## src/rtl/core/grid_min_range_path_unit_defines.svh

```systemverilog
// Assertion macros for the grid min-range path unit
`ifndef GRID_MIN_RANGE_PATH_UNIT_DEFINES_SVH
`define GRID_MIN_RANGE_PATH_UNIT_DEFINES_SVH

// same-cycle implication
`define GMRP_ASSERT_NOW(name, clk, rst, ante, cons, msg) \
  name: assert property (@(posedge clk) disable iff (rst) (ante) |-> (cons)) else $error(msg);

// next-cycle implication
`define GMRP_ASSERT_NEXT(name, clk, rst, ante, cons, msg) \
  name: assert property (@(posedge clk) disable iff (rst) (ante) |=> (cons)) else $error(msg);

`endif

```

## src/rtl/core/gmrp_pkg.sv

```systemverilog
// ----------------------------------------------------------------------------
// gmrp_pkg
// Shared types and constants for the grid min-range path unit.
// ----------------------------------------------------------------------------
`timescale 1ns / 1ps
`default_nettype none
package gmrp_pkg;
  typedef logic [8:0] level_t;
  typedef logic [7:0] height_t;
  localparam level_t UNREACHED = 9'h1FF;
endpackage
`default_nettype wire

```

## src/rtl/core/gmrp_relax_unit.sv

```systemverilog
// ----------------------------------------------------------------------------
// gmrp_relax_unit
// Shared max/min step: acc_out = min(acc, max(height, neighbor)) if valid.
// ----------------------------------------------------------------------------
`timescale 1ns / 1ps
`default_nettype none
module gmrp_relax_unit import gmrp_pkg::*; (
  input  wire  level_t  acc,
  input  wire  height_t height,
  input  wire  level_t  neighbor,
  input  wire  logic    nb_valid,
  output level_t        acc_out
);
  level_t key;
  always_comb begin
    key = ({1'b0, height} > neighbor) ? {1'b0, height} : neighbor;
    acc_out = (nb_valid && key < acc) ? key : acc;
  end
endmodule
`default_nettype wire
```

## config.mk

```make
export PLATFORM = sky130hd
export DESIGN_NAME = gmrp_relax_unit
export DESIGN_NICKNAME = d
export VERILOG_FILES = /design/src/rtl/core/grid_min_range_path_unit_defines.svh /design/src/rtl/core/gmrp_pkg.sv /design/src/rtl/core/gmrp_relax_unit.sv
export SDC_FILE = /design/constraint.sdc
export NUM_CORES = 1
export LEC_CHECK = 0
export BUFFER_PORTS_ARGS = -buffer_cell sky130_fd_sc_hd__buf_2
export CORE_MARGIN = 2
export CORE_UTILIZATION = 25
export DETAILED_ROUTE_END_ITERATION = 10
export GPL_TIMING_DRIVEN = 0
export PLACE_DENSITY_LB_ADDON = 0.1
export SLEW_MARGIN = 20
export SYNTH_ARGS = -nofsm -noshare
export SYNTH_HDL_FRONTEND = slang
export SYNTH_SLANG_ARGS = --single-unit
```

## constraint.sdc

```tcl
create_clock -name vclk -period 4.46
set_clock_uncertainty 0.05 [all_clocks]
set_input_delay 0.892 -clock vclk [all_inputs]
set_output_delay 0.892 -clock vclk [all_outputs]
set_load 0.01 [all_outputs]
```

==> results.py, run 1 <==
metrics = {
    "status": {
        "outcome": "complete, but fails checks",
        "failed_checks": "setup timing",
    },
    "worst_setup_path": {
        "crit_path_end_kind": "output port",
        "cp_max_fo": 8,
        "worstPathCellList": "buf_12 > inv_12 > ha_4 > and4b_1 > or3b_1 > o211a_1 > buf_6 > mux2_4 > ha_4 > a21oi_2 > o21a_1 > o21ai_2 > a31oi_2 > o21a_4 > mux2_4 > buf_6",
        "cp.buffers_inverters": 4,
        "crit_family": "compound AO/OA/AOI/OAI gates",
        "cp.depth": 16,
        "worstPathArrival_ns": 3.83,
        "max_stage_delay_ns": 0.34,
        "timing.critical_path.to": "acc_out[8]",
        "start_kind": "input port",
        "crit_type": "in -> out",
        "startpoint": "neighbor[7]",
        "cp.required_ns": 3.52,
        "slowest_stage": "or3b_1",
    },
    "route": {
        "num_vias": 713,
        "route.detailed.drc": 0,
        "first_pass_iters": 4,
        "drt-initial-drc-count": 9,
        "totalWireLength_mm": 1.70,
        "vias_per_cell": 4.72,
        "antenna_left": 0,
        "drt-wirelength-per-cell_um": 11.3,
    },
    "pwr": {
        "switchingPower_mw": 0.0650,
        "powerDensity_nw_per_um2": 124,
        "internal_power_mw": 0.0903,
        "sw_frac_of_total_pct": 41.8,
        "clock_power_share_pct": 0,
        "vdd.ir_drop.worst_uv": 56.4,
        "finalPower_mw": 0.155,
        "seqPwrFrac_pct": 0,
        "p_leak_nw": 0.600,
        "power_frac_comb_pct": 100.0,
    },
    "yosys": {
        "yosysWarnings": 0,
        "yosysUniqueCellTypes": 27,
        "synth_top_area_share_pct": 28.3,
        "synth_fp_nets": 126,
        "netlist_instances": 83,
        "yosys-top-cells-area": "ha_1 (28%), mux2_4 (17%), inv_1 (9.6%)",
        "ys_seq_area_share_pct": 0,
        "syn_area_um2": 707,
        "syn_avg_cell_area_um2": 8.52,
        "yosysTopAreaCell": "ha_1",
    },
    "timing": {
        "finalSetupViolCount": 9,
        "fin_crit_sh_pct": 107,
        "hold_ws_ns": 2.04,
        "setup_ws_ns": -0.308,
        "worstMarginPinSlew_ns": 0.334,
        "max_slew_margin_pct": 77.6,
        "rsz0062_at_grt": "yes",
        "timing.fmax_mhz": 210,
        "final_max_slew_viol_count": 0,
        "report.final.hold_viol_count": 0,
        "layout_min_cycle_time_ns": 4.77,
    },
    "floorplanning": {
        "ios": 36,
        "rows": 19,
        "die-area_um2": 3270,
        "start_util_pct": 26.1,
        "coreArea_um2": 2710,
        "die_w_um": 57.2,
        "fp.dieH_um": 57.2,
    },
    "job": {
        "maxCapViolations": 0,
    },
    "hold_path": {
        "hp-class": "in -> out",
        "worstHoldPathCells": 3,
    },
    "layout": {
        "syn_to_final_growth_pct": 76.8,
        "seq_area_um2": 0,
        "drive_gt1_share_pct": 70.0,
        "fin_nets": 165,
        "nFillCells": 285,
        "n_antenna_cell": 0,
        "post-route-util_pct": 46.1,
        "clkbuf_count": 0,
        "seq_cell_count": 0,
    },
    "global_route": {
        "grt_pass1_wl_mm": 2.76,
        "grt_pass1_vias": 715,
        "grt_usage_pct": 10.1,
        "grt_overflow": 0,
        "antenna_found_initial": 0,
        "grt_max_degree": 9,
    },
    "placed_design": {
        "place.gp.congestion": 0.724,
        "hpwl_mm": 1.42,
        "place.port_buffers": 36,
        "pre_cts_ws_ns": -0.603,
    },
    "clock_network": {
        "hold_buffers": 0,
    },
}
## cells by family after synthesis
family	count (synthesis)	synth area share, %
muxes	17	31.0
AOI/OAI and AO/OA	16	15.6
buffers and inverters	21	14.7
adders and majority gates	16	28.3
and+or+nand+nor	13	10.4
## stage by stage
step	instances	area, um^2	TNS (ns)
6_report	151	1250	-2.54
5_1_grt	151	1250	-3.46
4_1_cts	153	1150	-3.64
3_5_place_dp	150	1010	-5.01
3_3_place_gp	150	1010	-4.99
2_1_floorplan	83	790	-0.789
## power groups by stage
stage / logic [mW] / clock network, mW / registers [mW]
floorplan: 0.0845 / 0 / 0
global placement: 0.122 / 0 / 0
detailed placement: 0.122 / 0 / 0
CTS: 0.147 / 0 / 0
global route: 0.171 / 0 / 0
finish: 0.155 / 0 / 0
## synthesized netlist by cell type, drive strengths merged
library cell / count
ha: 16
a211oi: 2
o221ai: 1
nand2: 5
o211a: 1
o21a: 2
buf: 3
a31oi: 1
nand4: 2
nor2: 1
or3b: 1
or3: 1
mux2i: 2
a21oi: 5
o21ai: 2
and4b: 1
nand3b: 1
inv: 18
nand2b: 1
mux2: 15
o21bai: 2
## worst min-delay path by stage
stage	from	endpoint	slack (ns)
global route	acc[7]	acc_out[7]	2.06
CTS	acc[7]	acc_out[7]	2.05
finish	acc[7]	acc_out[7]	2.04
floorplan	neighbor[8]	acc_out[8]	1.87
detailed placement	acc[7]	acc_out[7]	2.06
global placement	acc[3]	acc_out[3]	2.06
## placed cells by master (no fill, tap or decap), drive strengths merged
cell / instances
o221ai: 1
a31oi: 1
mux2i: 2
nand2b: 1
ha: 16
o21bai: 2
nor2: 1
o211a: 1
a211oi: 2
buf: 40
or3: 1
inv: 18
nand2: 5
a21oi: 5
or3b: 1
o21a: 2
nand4: 2
and4b: 1
mux2: 15
o21ai: 2
nand3b: 1
## layout make-up
type	instances	area, um^2	area share, %
Multi-Input combinational cell	62	798	63.9
Buffer	2	16.3	1.30
Tap cell	31	38.8	3.10
Timing Repair Buffer	38	312	24.9
Inverter	18	85.1	6.81
## layer usage
metal | share of wire (%) | vias to the layer above | GRT usage [%]
li1 | - | 367 | -
met4 | 0 | 0 | 0
met3 | 3.3 | 0 | 0.454
met1 | 42 | 336 | 13.2
met2 | 55 | 10 | 19.5
met5 | 0 | - | 0
## what timing repair did
action                     CTS  global route
gates cloned                 0             0
pin swaps                    8            15
gates resized for setup     20            24
setup endpoints to repair    9             9
setup buffers                3             0
Power figures use the tool's default switching activity.
==> inputs of run 2 (changes only) <==
- ABC_AREA: default -> 1
- BUFFER_PORTS_ARGS: -buffer_cell sky130_fd_sc_hd__buf_2 -> default
- DONT_BUFFER_PORTS: default -> 1
==> run 2 against run 1 <==
The flow now finishes without violations. Critical endpoint is now acc_out[0]. Largest power group unchanged. Worst setup slack better by 0.51 ns. Highest routed layer unchanged. Non-clock buffer count down 34. Maximum frequency up 12%. Die area up 8.4%. Via count up 4.1%. First-iteration DRC count rose to 2.9 times the previous value.
==> results.py, run 2 <==
metrics = {
    "status": {
        "outcome": "finished clean",
    },
    "placed_design": {
        "place.port_buffers": 0,
        "hpwl_mm": 1.62,
        "dp_cells": 154,
        "place.gp.congestion": 0.810,
    },
    "route": {
        "drt-wirelength-per-cell_um": 11.6,
        "num_vias": 742,
        "route.detailed.drc": 0,
        "antenna_left": 0,
        "totalWireLength_mm": 1.83,
        "drt-initial-drc-count": 26,
        "vias_per_cell": 4.70,
        "first_pass_iters": 4,
    },
    "timing": {
        "fin_crit_sh_pct": 95.4,
        "timing.fmax_mhz": 235,
        "finalSetupViolCount": 0,
        "max_slew_margin_pct": 81.0,
        "setup_tns_ns": 0,
        "layout_min_cycle_time_ns": 4.25,
        "rsz0062_at_grt": "no",
        "final_max_slew_viol_count": 0,
        "worstMarginPinSlew_ns": 0.285,
        "report.final.hold_viol_count": 0,
    },
    "floorplanning": {
        "start_util_pct": 25.7,
        "rows": 20,
        "die_w_um": 59.5,
        "ios": 36,
        "fp.dieH_um": 59.5,
        "die-area_um2": 3540,
        "coreArea_um2": 3000,
    },
    "global_route": {
        "grt_max_degree": 11,
        "grt_pass1_vias": 651,
        "grt_overflow": 0,
        "grt_usage_pct": 9.94,
        "met3_usage_pct": 2.40,
        "grtUsageMet1_pct": 12.9,
        "grt_pass1_wl_mm": 2.79,
        "grt.busiest_layer": "met2",
        "antenna_found_initial": 0,
        "use_met2_pct": 17.7,
    },
    "layout": {
        "n_antenna_cell": 0,
        "fin_nets": 170,
        "seq_cell_count": 0,
        "final_cell_mix": "nand2_1 (34), inv_1 (21), ha_1 (16)",
        "fin_cells": 158,
        "clkbuf_count": 0,
        "syn_to_final_growth_pct": 10.6,
        "drive_gt1_share_pct": 23.2,
        "seq_area_um2": 0,
        "final_common_cell": "nand2_1",
    },
    "yosys": {
        "yosysTopAreaCell": "ha_1",
        "synth_common_cells": "nand2_1 (34), inv_1 (21), ha_1 (16)",
        "synth-xor-area-share_pct": 0,
        "yosysUniqueCellTypes": 22,
        "yosys.area_share.adder_pct": 26.0,
        "yosysWarnings": 0,
        "synth_compound_area_share_pct": 13.8,
        "syn_area_um2": 771,
        "synth_mux_area_share_pct": 0,
        "synth.most_common_cell": "nand2_1",
        "synth_top_family_by_area": "simple AND/OR/NAND/NOR gates",
        "syn_avg_cell_area_um2": 6.37,
        "synth_fp_nets": 164,
        "synth-simple-area-share_pct": 45.8,
        "synth_top_area_share_pct": 26.0,
        "netlist_instances": 121,
        "yosys-top-cells-area": "ha_1 (26%), nand2_1 (17%), inv_1 (10%)",
        "ys_seq_area_share_pct": 0,
    },
    "pwr": {
        "powerDensity_nw_per_um2": 127,
        "vdd.ir_drop.worst_uv": 31.2,
        "p_leak_nw": 0.488,
    },
    "worst_setup_path": {
        "worstPathCellList": "inv_1 > ha_1 > nand2_1 > inv_1 > nand2_1 > nand2_1 > nand2_1 > nand3_2 > nand2_4 > buf_12 > a21oi_2 > ha_1 > a21oi_1 > o21a_1 > o22ai_1 > nor2_4 > buf_4 > nand3_1 > nand2_1",
        "crit_type": "in -> out",
        "cp_max_fo": 10,
        "cp.buffers_inverters": 4,
        "max_stage_delay_ns": 0.28,
        "timing.critical_path.to": "acc_out[0]",
        "cp.depth": 19,
        "start_kind": "input port",
        "cp.required_ns": 3.52,
        "crit_top_cell": "nand2_1",
        "startpoint": "neighbor[4]",
        "slowest_stage": "ha_1",
        "crit_family": "simple AND/OR/NAND/NOR gates",
        "crit_path_end_kind": "output port",
        "worstPathArrival_ns": 3.31,
    },
    "job": {
        "maxCapViolations": 0,
    },
    "hold_path": {
        "hp-class": "in -> out",
    },
}
-- run 2: repair_timing --
item / in CTS / in global routing
gates resized for setup: 0 / 2
endpoints found under the setup margin: 0 / 9
hold buffers: 0 / 0
setup buffers: 0 / 4
-- run 2: where the power goes --
group          total, mW  leakage [nW]  switching, mW  internal (mW)
combinational      0.109         0.488         0.0657         0.0428
clock                  0             0              0              0
sequential             0             0              0              0
-- run 2: through the flow --
step           utilization, %  hold slack [ns]  power, mW  area (um^2)  setup slack, ns
2_1_floorplan               -             1.85     0.0851          771            0.437
3_3_place_gp             27.0             1.86      0.101          812           0.0301
3_5_place_dp             27.0             1.86      0.102          812          0.00453
4_1_cts                  27.0             1.86      0.102          812          0.00572
5_1_grt                  28.4             1.87      0.123          852        0.0000757
6_report                 28.4             1.86      0.109          852            0.206
-- run 2: per-layer routing --
layer	wire, um	up-vias
li1	-	397
met1	804	320
met2	858	25
met3	167	0
met4	0	0
met5	0	-
-- run 2: how the worst min path moves through the flow --
stage	from	endpoint	slack (ns)	cells after the start
finish	acc[4]	acc_out[4]	1.86	2
global route	acc[0]	acc_out[0]	1.87	2
CTS	acc[5]	acc_out[5]	1.86	2
detailed placement	acc[5]	acc_out[5]	1.86	2
global placement	acc[2]	acc_out[2]	1.86	2
floorplan	acc[0]	acc_out[0]	1.85	2
-- run 2: cell type report --
class / instances / area (um^2)
multi-input cells: 97 / 669
plain buffers: 2 / 28.8
fillers: 353 / 2150
repair buffers: 4 / 30.0
well taps: 33 / 41.3
inverters: 22 / 82.6
-- run 2: logic make-up (layout without fill, tap and decap cells) --
kind of cell               Yosys count  count (layout)
AOI/OAI and AO/OA                   14              14
buffers and inverters               24              28
adders and majority gates           16              16
and+or+nand+nor                     67              67
